**config.mk**
```make
export PLATFORM = sky130hd
export DESIGN_NAME = elementwise_activation_unit_top
export DESIGN_NICKNAME = d
export VERILOG_FILES = /design/src/sv/eau_pkg.sv /design/src/sv/elementwise_activation_unit_top.sv /design/src/sv/eau_arg.sv /design/src/sv/eau_sig_lut.sv /design/src/sv/eau_post.sv
export VERILOG_INCLUDE_DIRS = /design/src /design/src/sv
export SDC_FILE = /design/constraint.sdc
export NUM_CORES = 1
export LEC_CHECK = 0
export BUFFER_PORTS_ARGS = -buffer_cell sky130_fd_sc_hd__buf_2
export CORE_MARGIN = 2
export CORE_UTILIZATION = 45
export CTS_BUF_LIST = sky130_fd_sc_hd__clkbuf_2
export DETAILED_ROUTE_END_ITERATION = 7
export PLACE_DENSITY_LB_ADDON = 0.08
export SETUP_SLACK_MARGIN = 0.3
export SLEW_MARGIN = 15
export SYNTH_ARGS = -nofsm -noshare
export SYNTH_HDL_FRONTEND = slang
export SYNTH_SLANG_ARGS = --single-unit
```
**constraint.sdc**
```tcl
create_clock -name clk -period 18.34 [get_ports clk]
set_input_delay 1.834 -clock clk [delete_from_list [all_inputs] [get_ports clk]]
set_output_delay 1.834 -clock clk [all_outputs]
set_load 0.005 [all_outputs]
```
**src/sv/assert_macros.svh**
```systemverilog
// ----------------------------------------------------------------------------
// assert_macros.svh
// Assertion helpers shared by the activation unit modules; clocked on clk,
// disabled in rst.
// ----------------------------------------------------------------------------
`ifndef ASSERT_MACROS_SVH
`define ASSERT_MACROS_SVH

// same-cycle implication
`define EAU_ASSERT_IMPL(lbl, ant, cons, msg) \
  lbl: assert property (@(posedge clk) disable iff (rst) (ant) |-> (cons)) \
    else $error(msg);

// next-cycle implication
`define EAU_ASSERT_NEXT(lbl, ant, cons, msg) \
  lbl: assert property (@(posedge clk) disable iff (rst) (ant) |=> (cons)) \
    else $error(msg);

`endif

```
**src/sv/eau_pkg.sv**
```systemverilog
// ----------------------------------------------------------------------------
// eau_pkg
// Opcodes, shared types and the sigmoid sample generator of the activation
// unit.
// ----------------------------------------------------------------------------
`default_nettype none

package eau_pkg;

  localparam int DEF_FRAC_BITS      = 12;
  localparam int DEF_TABLE_SEGMENTS = 64;
  localparam int VALUE_W            = 16;
  localparam int OPCODE_W           = 3;
  localparam int ALPHA_W            = 12;
  localparam logic [ALPHA_W-1:0] ALPHA_RESET = 12'd41;
  localparam int SERIES_TERMS       = 20;

  typedef enum logic [OPCODE_W-1:0] {
    OP_RELU      = 3'd0,
    OP_LEAKY     = 3'd1,
    OP_SIGMOID   = 3'd2,
    OP_TANH      = 3'd3,
    OP_SWISH     = 3'd4,
    OP_RELU_D    = 3'd5,
    OP_SIGMOID_D = 3'd6,
    OP_TANH_D    = 3'd7
  } op_t;

  typedef struct packed {
    op_t                       op;
    logic signed [VALUE_W-1:0] x;
    logic                      neg;
  } item_ctrl_t;

  // restoring long division, elaboration only
  function automatic logic [127:0] udiv(input logic [127:0] n, input logic [127:0] d);
    logic [127:0] rem;
    logic [127:0] quo;
    rem = '0;
    quo = '0;
    for (int b = 127; b >= 0; b--) begin
      rem = {rem[126:0], n[b]};
      if (rem >= d) begin
        rem    = rem - d;
        quo[b] = 1'b1;
      end
    end
    return quo;
  endfunction

  // sample idx of 1/(1+e^-t), t = idx*8/segs, with frac fraction bits
  function automatic logic [31:0] sig_entry(input int frac, input int segs, input int idx);
    logic [127:0] h;
    logic [127:0] term;
    logic [127:0] q;
    logic [127:0] e;
    logic [127:0] d;
    logic [127:0] num;
    h    = udiv(128'd1 << 35, 128'(segs));
    term = 128'd1 << 32;
    q    = term;
    e    = term;
    for (int k = 1; k <= SERIES_TERMS; k++) begin
      term = udiv((term * h) >> 32, 128'(k));
      if (k[0]) begin
        q = q - term;
      end else begin
        q = q + term;
      end
    end
    for (int j = 0; j < idx; j++) begin
      e = (e * q + (128'd1 << 31)) >> 32;
    end
    d   = (128'd1 << 32) + e;
    num = (128'd1 << (frac + 32)) + (d >> 1);
    return 32'(udiv(num, d));
  endfunction

endpackage

`default_nettype wire

```
**src/sv/elementwise_activation_unit_top.sv**
```systemverilog
// ----------------------------------------------------------------------------
// elementwise_activation_unit_top
// Element-wise activation unit: relu, leaky relu, sigmoid, tanh, swish and
// the relu, sigmoid and tanh derivatives on signed fixed-point elements.
//
//   channel  | handshake          | payload
//   ---------+--------------------+-------------------------
//   input    | in_valid/in_ready  | opcode, value
//   output   | out_valid/out_ready| result
//   config   | cfg_we             | cfg_wdata (leaky slope)
//
// One transaction per cycle while the output is not stalled; five register
// stages (argument, table read, interpolation, multiply, round/saturate).
// The table is constant logic, so no clearing pass follows reset.
// rst clears all stage valid bits and sets the leaky slope to its default.
// A stall on the output fills empty stages first; in_ready falls only when
// every stage holds a transaction.
// ----------------------------------------------------------------------------
`default_nettype none
`include "assert_macros.svh"

module elementwise_activation_unit_top #(
  parameter int FRAC_BITS      = eau_pkg::DEF_FRAC_BITS,
  parameter int TABLE_SEGMENTS = eau_pkg::DEF_TABLE_SEGMENTS
) (
  input  logic                               clk,
  input  logic                               rst,
  input  logic                               in_valid,
  output logic                               in_ready,
  input  logic [eau_pkg::OPCODE_W-1:0]       opcode,
  input  logic signed [eau_pkg::VALUE_W-1:0] value,
  output logic                               out_valid,
  input  logic                               out_ready,
  output logic signed [eau_pkg::VALUE_W-1:0] result,
  input  logic                               cfg_we,
  input  logic [eau_pkg::ALPHA_W-1:0]        cfg_wdata
);

  logic [eau_pkg::ALPHA_W-1:0] leaky_alpha;
  logic                        a_valid;
  logic                        a_ready;
  logic [FRAC_BITS+3:0]        a_mag;
  eau_pkg::item_ctrl_t         a_ctrl;
  logic                        s_valid;
  logic                        s_ready;
  logic [FRAC_BITS:0]          s_sig;
  eau_pkg::item_ctrl_t         s_ctrl;

  always_ff @(posedge clk) begin
    if (rst) begin
      leaky_alpha <= eau_pkg::ALPHA_RESET;
    end else if (cfg_we) begin
      leaky_alpha <= cfg_wdata;
    end
  end

  eau_arg #(
    .FRAC_BITS(FRAC_BITS)
  ) u_arg (
    .clk      (clk),
    .rst      (rst),
    .in_valid (in_valid),
    .in_ready (in_ready),
    .opcode   (opcode),
    .value    (value),
    .out_valid(a_valid),
    .out_ready(a_ready),
    .mag      (a_mag),
    .ctrl     (a_ctrl)
  );

  eau_sig_lut #(
    .FRAC_BITS     (FRAC_BITS),
    .TABLE_SEGMENTS(TABLE_SEGMENTS)
  ) u_sig_lut (
    .clk      (clk),
    .rst      (rst),
    .in_valid (a_valid),
    .in_ready (a_ready),
    .mag      (a_mag),
    .ctrl_in  (a_ctrl),
    .out_valid(s_valid),
    .out_ready(s_ready),
    .sig_abs  (s_sig),
    .ctrl_out (s_ctrl)
  );

  eau_post #(
    .FRAC_BITS(FRAC_BITS)
  ) u_post (
    .clk      (clk),
    .rst      (rst),
    .in_valid (s_valid),
    .in_ready (s_ready),
    .sig_abs  (s_sig),
    .ctrl_in  (s_ctrl),
    .alpha    (leaky_alpha),
    .out_valid(out_valid),
    .out_ready(out_ready),
    .result   (result)
  );

  `EAU_ASSERT_IMPL(a_full_before_stall, !in_ready, out_valid && !out_ready && a_valid && s_valid, "input held off with a free stage")

endmodule

`default_nettype wire

```
**src/sv/eau_arg.sv**
```systemverilog
// ----------------------------------------------------------------------------
// eau_arg
// Input stage: picks the sigmoid argument (x, or 2x for tanh and its
// derivative), takes its magnitude and clamps it to the table span.
// ----------------------------------------------------------------------------
`default_nettype none
`include "assert_macros.svh"

module eau_arg #(
  parameter int FRAC_BITS = eau_pkg::DEF_FRAC_BITS
) (
  input  logic                                clk,
  input  logic                                rst,
  input  logic                                in_valid,
  output logic                                in_ready,
  input  logic [eau_pkg::OPCODE_W-1:0]        opcode,
  input  logic signed [eau_pkg::VALUE_W-1:0]  value,
  output logic                                out_valid,
  input  logic                                out_ready,
  output logic [FRAC_BITS+3:0]                mag,
  output eau_pkg::item_ctrl_t                 ctrl
);

  localparam int AW = FRAC_BITS + 4;
  localparam int CW = (AW > 17) ? AW : 17;
  localparam logic [CW-1:0] SPAN = CW'(64'd8 << FRAC_BITS);

  eau_pkg::op_t        op_in;
  logic signed [17:0]  arg;
  logic [16:0]         arg_abs;
  logic [CW-1:0]       arg_w;
  logic [AW-1:0]       mag_next;
  eau_pkg::item_ctrl_t ctrl_next;
  logic                v1;

  assign op_in = eau_pkg::op_t'(opcode);

  always_comb begin
    if (op_in == eau_pkg::OP_TANH || op_in == eau_pkg::OP_TANH_D) begin
      arg = {value[15], value, 1'b0};
    end else begin
      arg = {{2{value[15]}}, value};
    end
    arg_abs  = arg[17] ? 17'(-arg) : 17'(arg);
    arg_w    = CW'(arg_abs);
    mag_next = (arg_w > SPAN) ? AW'(SPAN) : AW'(arg_w);
    ctrl_next.op  = op_in;
    ctrl_next.x   = value;
    ctrl_next.neg = arg[17];
  end

  assign in_ready  = !v1 || out_ready;
  assign out_valid = v1;

  always_ff @(posedge clk) begin
    if (rst) begin
      v1 <= 1'b0;
    end else if (in_ready) begin
      v1 <= in_valid;
    end
  end

  always_ff @(posedge clk) begin
    if (in_ready && in_valid) begin
      mag  <= mag_next;
      ctrl <= ctrl_next;
    end
  end

  `EAU_ASSERT_NEXT(a_arg_capture, in_valid && in_ready, out_valid, "accepted transaction not held in input stage")

endmodule

`default_nettype wire

```
**src/sv/eau_sig_lut.sv**
```systemverilog
// ----------------------------------------------------------------------------
// eau_sig_lut
// Sigmoid of the clamped magnitude: table read of two neighbouring samples,
// then linear interpolation. Two register stages.
// ----------------------------------------------------------------------------
`default_nettype none
`include "assert_macros.svh"

module eau_sig_lut #(
  parameter int FRAC_BITS      = eau_pkg::DEF_FRAC_BITS,
  parameter int TABLE_SEGMENTS = eau_pkg::DEF_TABLE_SEGMENTS
) (
  input  logic                clk,
  input  logic                rst,
  input  logic                in_valid,
  output logic                in_ready,
  input  logic [FRAC_BITS+3:0] mag,
  input  eau_pkg::item_ctrl_t ctrl_in,
  output logic                out_valid,
  input  logic                out_ready,
  output logic [FRAC_BITS:0]  sig_abs,
  output eau_pkg::item_ctrl_t ctrl_out
);

  localparam int AW   = FRAC_BITS + 4;
  localparam int IW   = $clog2(TABLE_SEGMENTS + 1);
  localparam int PW   = AW + IW;
  localparam int RW   = FRAC_BITS + 3;
  localparam int SW   = FRAC_BITS + 1;
  localparam int MW   = SW + RW + 1;
  localparam int TN   = TABLE_SEGMENTS + 1;
  localparam logic [PW-1:0] SEGS  = PW'(TABLE_SEGMENTS);
  localparam logic [IW-1:0] LAST  = IW'(TABLE_SEGMENTS);
  localparam logic [MW-1:0] HALF  = MW'(1) << (RW - 1);
  localparam logic [SW-1:0] ONE_S = SW'(1) << FRAC_BITS;

  logic [SW-1:0] lut [TN];

  for (genvar gi = 0; gi < TN; gi++) begin : g_lut
    localparam logic [31:0] ENTRY = eau_pkg::sig_entry(FRAC_BITS, TABLE_SEGMENTS, gi);
    assign lut[gi] = ENTRY[SW-1:0];
  end

  logic [PW-1:0]       p;
  logic [IW-1:0]       idx;
  logic [IW-1:0]       idx_hi;
  logic                last;
  logic [SW-1:0]       delta_next;
  logic                v2;
  logic                v3;
  logic                ready2;
  logic                ready3;
  logic [SW-1:0]       s0;
  logic [SW-1:0]       delta;
  logic [RW-1:0]       r;
  eau_pkg::item_ctrl_t ctrl2;
  logic [MW-1:0]       ip;
  logic [SW-1:0]       sig_next;

  always_comb begin
    p          = PW'(mag) * SEGS;
    idx        = IW'(p >> RW);
    last       = (idx == LAST);
    idx_hi     = last ? idx : idx + IW'(1);
    delta_next = last ? '0 : lut[idx_hi] - lut[idx];
  end

  assign ready3   = !v3 || out_ready;
  assign ready2   = !v2 || ready3;
  assign in_ready = ready2;

  always_ff @(posedge clk) begin
    if (rst) begin
      v2 <= 1'b0;
      v3 <= 1'b0;
    end else begin
      if (ready2) begin
        v2 <= in_valid;
      end
      if (ready3) begin
        v3 <= v2;
      end
    end
  end

  always_ff @(posedge clk) begin
    if (ready2 && in_valid) begin
      s0    <= lut[idx];
      delta <= delta_next;
      r     <= p[RW-1:0];
      ctrl2 <= ctrl_in;
    end
  end

  always_comb begin
    ip       = MW'(delta) * MW'(r) + HALF;
    sig_next = s0 + SW'(ip >> RW);
  end

  always_ff @(posedge clk) begin
    if (ready3 && v2) begin
      sig_abs  <= sig_next;
      ctrl_out <= ctrl2;
    end
  end

  assign out_valid = v3;

  `EAU_ASSERT_IMPL(a_sig_le_one, v3, sig_abs <= ONE_S, "interpolated sigmoid above one")

endmodule

`default_nettype wire

```
**src/sv/eau_post.sv**
```systemverilog
// ----------------------------------------------------------------------------
// eau_post
// Back end: sigmoid sign fold, tanh, one shared multiplier, rounding, final
// select and saturation. Two register stages, the second is the output.
// ----------------------------------------------------------------------------
`default_nettype none
`include "assert_macros.svh"

module eau_post #(
  parameter int FRAC_BITS = eau_pkg::DEF_FRAC_BITS
) (
  input  logic                               clk,
  input  logic                               rst,
  input  logic                               in_valid,
  output logic                               in_ready,
  input  logic [FRAC_BITS:0]                 sig_abs,
  input  eau_pkg::item_ctrl_t                ctrl_in,
  input  logic [eau_pkg::ALPHA_W-1:0]        alpha,
  output logic                               out_valid,
  input  logic                               out_ready,
  output logic signed [eau_pkg::VALUE_W-1:0] result
);

  localparam int SW = FRAC_BITS + 1;
  localparam int TW = FRAC_BITS + 3;
  localparam int MA = (TW > eau_pkg::VALUE_W) ? TW : eau_pkg::VALUE_W;
  localparam int MB = (TW > eau_pkg::ALPHA_W + 1) ? TW : eau_pkg::ALPHA_W + 1;
  localparam int PW = MA + MB;
  localparam int EW = PW + 1;
  localparam logic [SW-1:0]        ONE_S  = SW'(1) << FRAC_BITS;
  localparam logic signed [TW-1:0] T_MAX  = TW'(ONE_S);
  localparam logic signed [TW-1:0] T_MIN  = -T_MAX;
  localparam logic signed [EW-1:0] ONE_E  = EW'(ONE_S);
  localparam logic signed [EW-1:0] RND_F  = EW'(1) << (FRAC_BITS - 1);
  localparam logic signed [EW-1:0] RND_A  = EW'(1) << (eau_pkg::ALPHA_W - 1);
  localparam logic signed [EW-1:0] SAT_HI = EW'(32767);
  localparam logic signed [EW-1:0] SAT_LO = -EW'(32768);

  logic [SW-1:0]              sig;
  logic [SW-1:0]              om;
  logic signed [TW-1:0]       t;
  logic signed [TW-1:0]       sig_s;
  logic signed [TW-1:0]       om_s;
  logic signed [MA-1:0]       ma;
  logic signed [MB-1:0]       mb;
  logic                       v4;
  logic                       v5;
  logic                       ready4;
  logic                       ready5;
  logic signed [PW-1:0]       prod;
  logic [SW-1:0]              sig4;
  logic signed [TW-1:0]       t4;
  eau_pkg::item_ctrl_t        ctrl4;
  logic signed [EW-1:0]       prod_e;
  logic signed [EW-1:0]       rnd_f;
  logic signed [EW-1:0]       rnd_a;
  logic signed [EW-1:0]       x_e;
  logic                       x_pos;
  logic signed [EW-1:0]       cand;
  logic signed [eau_pkg::VALUE_W-1:0] result_next;

  always_comb begin
    sig   = ctrl_in.neg ? ONE_S - sig_abs : sig_abs;
    om    = ONE_S - sig;
    sig_s = $signed({2'b00, sig});
    om_s  = $signed({2'b00, om});
    t     = $signed({1'b0, sig, 1'b0}) - T_MAX;
    case (ctrl_in.op)
      eau_pkg::OP_LEAKY: begin
        ma = MA'(ctrl_in.x);
        mb = $signed(MB'(alpha));
      end
      eau_pkg::OP_SIGMOID_D: begin
        ma = MA'(sig_s);
        mb = MB'(om_s);
      end
      eau_pkg::OP_TANH_D: begin
        ma = MA'(t);
        mb = MB'(t);
      end
      default: begin
        ma = MA'(ctrl_in.x);
        mb = MB'(sig_s);
      end
    endcase
  end

  assign ready5   = !v5 || out_ready;
  assign ready4   = !v4 || ready5;
  assign in_ready = ready4;

  always_ff @(posedge clk) begin
    if (rst) begin
      v4 <= 1'b0;
      v5 <= 1'b0;
    end else begin
      if (ready4) begin
        v4 <= in_valid;
      end
      if (ready5) begin
        v5 <= v4;
      end
    end
  end

  always_ff @(posedge clk) begin
    if (ready4 && in_valid) begin
      prod  <= PW'(ma) * PW'(mb);
      sig4  <= sig;
      t4    <= t;
      ctrl4 <= ctrl_in;
    end
  end

  always_comb begin
    prod_e = EW'(prod);
    rnd_f  = (prod_e + RND_F) >>> FRAC_BITS;
    rnd_a  = (prod_e + RND_A) >>> eau_pkg::ALPHA_W;
    x_e    = EW'(ctrl4.x);
    x_pos  = !ctrl4.x[eau_pkg::VALUE_W-1] && (ctrl4.x != '0);
    case (ctrl4.op)
      eau_pkg::OP_RELU:      cand = x_pos ? x_e : '0;
      eau_pkg::OP_LEAKY:     cand = x_pos ? x_e : rnd_a;
      eau_pkg::OP_SIGMOID:   cand = $signed(EW'(sig4));
      eau_pkg::OP_TANH:      cand = EW'(t4);
      eau_pkg::OP_SWISH:     cand = rnd_f;
      eau_pkg::OP_RELU_D:    cand = x_pos ? ONE_E : '0;
      eau_pkg::OP_SIGMOID_D: cand = rnd_f;
      eau_pkg::OP_TANH_D:    cand = ONE_E - rnd_f;
      default:               cand = '0;
    endcase
    if (cand > SAT_HI) begin
      result_next = 16'sh7fff;
    end else if (cand < SAT_LO) begin
      result_next = 16'sh8000;
    end else begin
      result_next = cand[eau_pkg::VALUE_W-1:0];
    end
  end

  always_ff @(posedge clk) begin
    if (ready5 && v4) begin
      result <= result_next;
    end
  end

  assign out_valid = v5;

  `EAU_ASSERT_IMPL(a_tanh_range, v4, (t4 <= T_MAX) && (t4 >= T_MIN), "tanh outside minus one to one")

endmodule

`default_nettype wire

```
---- Word-level counts from Yosys, hierarchy flattened ----
Memory sizes are Yosys's and may differ from the RTL's.
Cells that the tools add are included.
word-level totals
  register bits after elaboration ......... 235
  memory bits (read-only) ................. 3328
  output and inout port bits .............. 18
  memories kept ........................... 2
memory list
  name             depth  bits a word  rd ports  clocked after memory_dff  wr ports  RTL line           RTL
  (no name shown)  128    13           1         0                         0         eau_sig_lut.sv:65  delta_next = last ? '0 : lut[idx_hi] - lut[idx];
  (no name shown)  128    13           1         0                         0         eau_sig_lut.sv:65
operators by class
  add/subtract/negate cells ............... 10
  multipliers ............................. 2
  magnitude comparators ................... 5
  eq/ne operators ......................... 13
  mux-type cells .......................... 15
  bitwise gates (word level) .............. 2
  reductions and logical operators ........ 21
operator list
  cell                                                      number
  one-hot mux 32 bit (7 select lines)                       1
  two-way mux 13 bit                                        6
  two-way mux 32 bit                                        2
  one-hot mux 15 bit (3 select lines)                       1
  adder 31 x 13 -> 32 bit, second input constant            1
  > comparator 32 x 16 -> 1 bit, second input constant      1
  < comparator 32 x 16 -> 1 bit, second input constant      1
  two-way mux 16 bit                                        2
  one-hot mux 16 bit (2 select lines)                       1
  multiplier 16 x 15 -> 31 bit                              1
  adder 28 x 15 -> 28 bit, second input constant            1
  subtractor 13 bit, first input constant                   2
  multiplier 13 x 9 -> 22 bit                               1
  == test 3 bit, second input constant                      7
  subtractor 14 x 20 -> 21 bit, first input constant        1
  > comparator 17 x 16 -> 1 bit, second input constant      1
  two-way mux 17 bit                                        1
  negator 17 bit                                            1
  greater-or-equal comparator 8 bit, second input constant  2
  inverter 7 -> 8 bit                                       2
  nonzero test 16 bit                                       1
  subtractor 14 x 13 -> 15 bit, second input constant       1
  adder 13 bit                                              1
  subtractor 13 bit                                         1
  10 further kinds                                          28

---- Logic depth before layout (Yosys ltp) ----
  word-level depth ........................ 7
  gate-level depth with buffers ........... 34

---- By module ----
From an unflattened synthesis, not the netlist that was laid out.
unflattened totals
  cell total of the unflattened synthesis .. 2819
  area, all modules ....................... 26073.8 um2
by module, submodules not included
  module                           instances  cells each  area an instance (um2)  seq. area each (um2)
  eau_post                         1          1548        14059.7                 2172.1
  eau_sig_lut                      1          1011        9351.5                  2622.5
  eau_arg                          1          221         2217.1                  1071.0
  elementwise_activation_unit_top  1          39          445.4                   240.2

---- Worst setup path before layout ----
Ideal clock, no wire load.
  kind .................................... register to register
  start ................................... register u_sig_lut.sig_abs[2]
  end ..................................... register u_post.prod[30], data pin
  library setup time ...................... 0.265 ns
  arrival ................................. 8.198 ns
  data required time ...................... 18.075 ns
  path slack .............................. 9.877 ns
  cell stages (with the launch flop) ...... 31
  cells stage by stage .................... edfxtp_1 -> or3_1 -> buf_6 -> or3_4 -> nor4b_2 -> xnor2_1 -> ha_1 -> nor3_1 -> inv_2 -> nand2_1 -> clkbuf_1 -> nand2_1 -> fa_1 -> inv_1 -> fa_1 -> fa_1 -> fa_1 -> fa_1 -> inv_1 -> fa_1 -> inv_1 -> ha_1 -> and3_1 -> and3_1 -> nand2_1 -> a211oi_1 -> o21a_1 -> a21oi_1 -> o31ai_1 -> a221oi_1 -> xnor2_1
between the ends
  word-level cells in the longest chain between the ends .. 5
  elaborated cells between the ends (all ways) .. 7
  classes of those cells .................. add/sub (3); mul (1); mux (3)
ends and longest elaborated chain
  element                                                                                     RTL line                        RTL
  start: declaration                                                                          eau_sig_lut.sv:21               output logic [FRAC_BITS:0] sig_abs,
  start signal: assignment                                                                    eau_sig_lut.sv:102              sig_abs <= sig_next;
  subtractor 13 bit                                                                           eau_post.sv:63                  sig = ctrl_in.neg ? ONE_S - sig_abs : sig_abs;
  two-way mux 13 bit *                                                                        eau_post.sv:63
  subtractor 14 x 13 -> 15 bit or subtractor 13 bit (tied branches)                           eau_post.sv:67, eau_post.sv:64
  one-hot mux 15 bit (3 select lines) or one-hot mux 16 bit (2 select lines) (tied branches)  eau_post.sv:68                  case (ctrl_in.op)
  multiplier 16 x 15 -> 31 bit *                                                              eau_post.sv:108                 prod <= PW'(ma) * PW'(mb);
  end signal: assignment                                                                      eau_post.sv:108
  end: declaration                                                                            eau_post.sv:50                  logic signed [PW-1:0] prod;
Mark *: on every way between the ends. The rest lies on a longest branch, timed or not.
A chain may end at the register's enable or synchronous reset.

---- Worst setup path after layout ----
  start ................................... register u_sig_lut.sig_abs[2]
  end ..................................... register u_post.prod[30], data pin
between the ends
  word-level cells in the longest chain between the ends .. 5
  elaborated cells between the ends (all ways) .. 7
  classes of those cells .................. add/sub (3); mul (1); mux (3)
ends and longest elaborated chain
  element                                                                                     RTL line         RTL
  subtractor 13 bit                                                                           eau_post.sv:63
  two-way mux 13 bit *                                                                        eau_post.sv:63
  subtractor 14 x 13 -> 15 bit *                                                              eau_post.sv:67   t = $signed({1'b0, sig, 1'b0}) - T_MAX;
  via u_post.t[12]                                                                            eau_post.sv:41   logic signed [TW-1:0] t;
  one-hot mux 15 bit (3 select lines) or one-hot mux 16 bit (2 select lines) (tied branches)  eau_post.sv:68
  multiplier 16 x 15 -> 31 bit *                                                              eau_post.sv:108
Mark *: on every way through the listed nets, which the timed path passes. The rest lies on a longest branch.

==> flow_metrics.tcl <==
set metrics [dict create \
    synth_cell_type_count 105 \
    cts_buffer_depth 3 \
    final_hold_viol_count 0 \
    worst_skew_pair.late_latency_ns 0.92 \
    crit_family "adder cells" \
    whs_ns 0.348 \
    synth_largest_area_cell "fa_1" \
    drt_iter0_markers 1192 \
    finalWirelength_mm 71.2 \
    die_area_mm2 0.0589 \
    synth_edf_count 190 \
    finalCriticalPeriod_ns 9.49 \
    cts_tree "done" \
    wl_per_cell_um 19.9 \
    htreeDepth 2 \
    critPathLaunchType "flop" \
    max-slew-margin-rel_pct 22.9 \
    hold_path_class "reg2reg" \
    status "finished clean" \
    rows 87 \
    dieWidth_um 243 \
    drive_gt1_share_pct 7.79 \
    fp.coreArea_mm2 0.0564 \
    ys_warn_count 0 \
    fin_skew_ns 0.138 \
    timing.final.crit_share_pct 51.7 \
    die_h_um 243 \
    post_cts_buffers 0 \
    grt_pass1_wl_mm 112 \
    netlist_top_cells_area "fa_1 (24%), edfxtp_1 (22%), ha_1 (7.8%)" \
    rr_worst_depth 25 \
    drc 0 \
    gp_congestion 0.923 \
    grt_max_degree 56 \
    synth_ff_type "edfxtp_1" \
    grt_usage_pct 24.2 \
    setup_tns_ns 0 \
    crit_arrival_ns 10.11 \
    worstSetupPathType "reg2reg" \
    syn_avg_cell_area_um2 9.22 \
    async_flop_share_pct 0 \
    max_freq_mhz 105 \
    layout_common_cells "inv_1 (402), nand2_1 (362), fa_1 (313)" \
    syn-num-nets 3293 \
    slew_viol_final 0 \
    synth-seq-area-share_pct 23.6 \
    antenna_found_initial 1 \
    start_util_pct 45.5 \
    flow.area_growth_from_synthesis_pct 5.41 \
    r2r_end "u_post.prod[30]$_DFFE_PP_" \
    crit_path_start "u_sig_lut.sig_abs[2]$_DFFE_PP_" \
    drv_cap 0 \
    path_buf_inv 4 \
    grt_pass1_vias 20200 \
    postCtsHoldBufs 0 \
    syn_inst 2784 \
    synth_top_cell_area_share_pct 24.4 \
    synth_seq_cells 207 \
    r2r_setup_slack_ns 8.85 \
    grt-ovfl-total 0 \
    first_pass_iters 8 \
    r2r-start "u_sig_lut.sig_abs[2]$_DFFE_PP_" \
    worst_pin_slew_ns 1.16 \
    vias 19900 \
    post-dp-hpwl_mm 56.3 \
    worst-path-max-fanout 16 \
    slowest_delay_ns 0.99 \
    mappedNetlistArea_mm2 0.0257 \
    layout_commonest_cell "inv_1" \
    cts.sinks 207 \
    holdPathStages 0 \
    pin_count 54 \
    finalSetupViolations 0 \
    io_buffers 53 \
    fin_nets 3287 \
    path_common_cell "fa_1" \
    crit_end "u_post.prod[30]$_DFFE_PP_" \
    routed_via_density 5.57 \
    fillers 5512 \
    ant_nets 0 \
    cp.required_ns 18.96 \
    cp-end-kind "flop" \
    numCtsBuffers 50 \
    cp.depth 25 \
    cp_slowest_cell "fa_1" \
    cts-root-buf "clkbuf_2" \
    ctsResizeCount 0 \
    clk_pin_slew_ns 0.11 \
    rsz0062_at_grt "false" \
]
-- cell families after synthesis --
logic type | count (synthesis) | synth area share [%]
AO/OA/AOI/OAI | 500 | 13.3
XOR/XNOR | 139 | 4.85
adder cells (fa/ha/maj) | 473 | 32.2
buffers and inverters | 547 | 8.29
flip-flops | 207 | 23.6
multiplexers | 33 | 1.37
other | 2 | 0.0293
AND/OR/NAND/NOR | 883 | 16.4
-- layout make-up --
| class | instances | area (um2) | share of cell area (%) |
|---|---|---|---|
| Clock buffer | 70 | 350 | 1.30 |
| Timing Repair Buffer | 82 | 503 | 1.86 |
| Antenna cell | 1 | 2.50 | 0.00925 |
| Inverter | 407 | 1530 | 5.65 |
| Multi-Input combinational cell | 2030 | 17500 | 64.9 |
| Sequential cell | 207 | 6050 | 22.4 |
| Tap cell | 756 | 946 | 3.50 |
| Clock inverter | 17 | 129 | 0.476 |
-- layer usage --
layer  vias to the layer above  GRT usage (%)  wire (um)
li1                       9333              -          -
met1                      9846           30.5      29500
met2                       560           42.4      35800
met3                       133           2.33       2810
met4                         0           10.0       3100
met5                         -              0          0
-- worst min-delay path by stage --
stage	from	endpoint	slack, ns
floorplan	u_arg.ctrl[0]$_DFFE_PP_	u_sig_lut.ctrl2[0]$_DFFE_PP_	0.40
global placement	u_sig_lut.ctrl2[0]$_DFFE_PP_	u_sig_lut.ctrl_out[0]$_DFFE_PP_	0.40
detailed placement	u_arg.ctrl[11]$_DFFE_PP_	u_sig_lut.ctrl2[11]$_DFFE_PP_	0.40
CTS	u_arg.ctrl[11]$_DFFE_PP_	u_sig_lut.ctrl2[11]$_DFFE_PP_	0.25
global route	u_arg.ctrl[11]$_DFFE_PP_	u_sig_lut.ctrl2[11]$_DFFE_PP_	0.32
finish	u_arg.ctrl[8]$_DFFE_PP_	u_sig_lut.ctrl2[8]$_DFFE_PP_	0.35
-- cell usage after synthesis, drive strengths merged (7+ instances only) --
library cell	count
xnor2	92
fa	313
o221ai	8
xor2	47
or3	10
a21boi	12
a21o	17
ha	160
a31oi	28
and2	87
a222oi	9
mux2i	29
o21a	16
buf	27
nor4	16
clkbuf	113
nand2	362
dfxtp	17
edfxtp	190
o31ai	16
o41ai	7
nand3	38
a211oi	26
or2	12
a211o	12
inv	405
nand4	21
nor2	192
and3	24
nand2b	10
nor2b	28
o22ai	23
o311ai	8
o211ai	25
a21oi	129
o21ai	99
a311oi	7
nor3	51
-- worst reg2reg max path, stage by stage, from the launching register on --
cell and delay (ns):
edfxtp_1 0.46, or3_1 0.52, o41ai_2 0.40, xor2_1 0.70, ha_1 0.33, and3_1 0.35, inv_1 0.32, nand2_1 0.36
nand2_1 0.15, inv_1 0.14, fa_1 0.57, fa_1 1.00, fa_1 0.53, fa_1 0.47, fa_1 0.54, inv_1 0.05
fa_1 0.54, inv_1 0.08, ha_1 0.35, nand2_1 0.09, a21oi_1 0.05, a211o_1 0.26, a21oi_1 0.32, o31ai_1 0.24
a221oi_1 0.36, xnor2_1 0.12
-- state kept, by name (all words and copies together) (netlist names) --
signal               count
u_arg.ctrl              19
u_sig_lut.ctrl2         19
u_post.prod             20
u_sig_lut.ctrl_out      19
u_sig_lut.v2             1
u_arg.mag               16
u_post.ctrl4            19
u_sig_lut.s0            11
u_post.out_valid         1
u_sig_lut.out_valid      1
u_arg.out_valid          1
u_sig_lut.delta         13
u_sig_lut.sig_abs       13
u_post.result           16
u_post.v4                1
u_post.t4                3
u_post.sig4             13
leaky_alpha             12
u_sig_lut.r              9
-- per-stage QoR --
step / cell area [um2] / util, % / worst slack (ns) / instances
floorplan: 25700 / - / 9.88 / 2784
global placement: 26500 / 47.1 / 9.14 / 3481
detailed placement: 26500 / 47.1 / 8.83 / 3481
CTS: 27000 / 47.9 / 8.85 / 3568
global route: 27000 / 48.0 / 8.24 / 3570
finish: 27000 / 48.0 / 8.85 / 3570
Power is not shown: default switching activity piles up to over one toggle a cycle in this logic, so the estimate is an artifact.
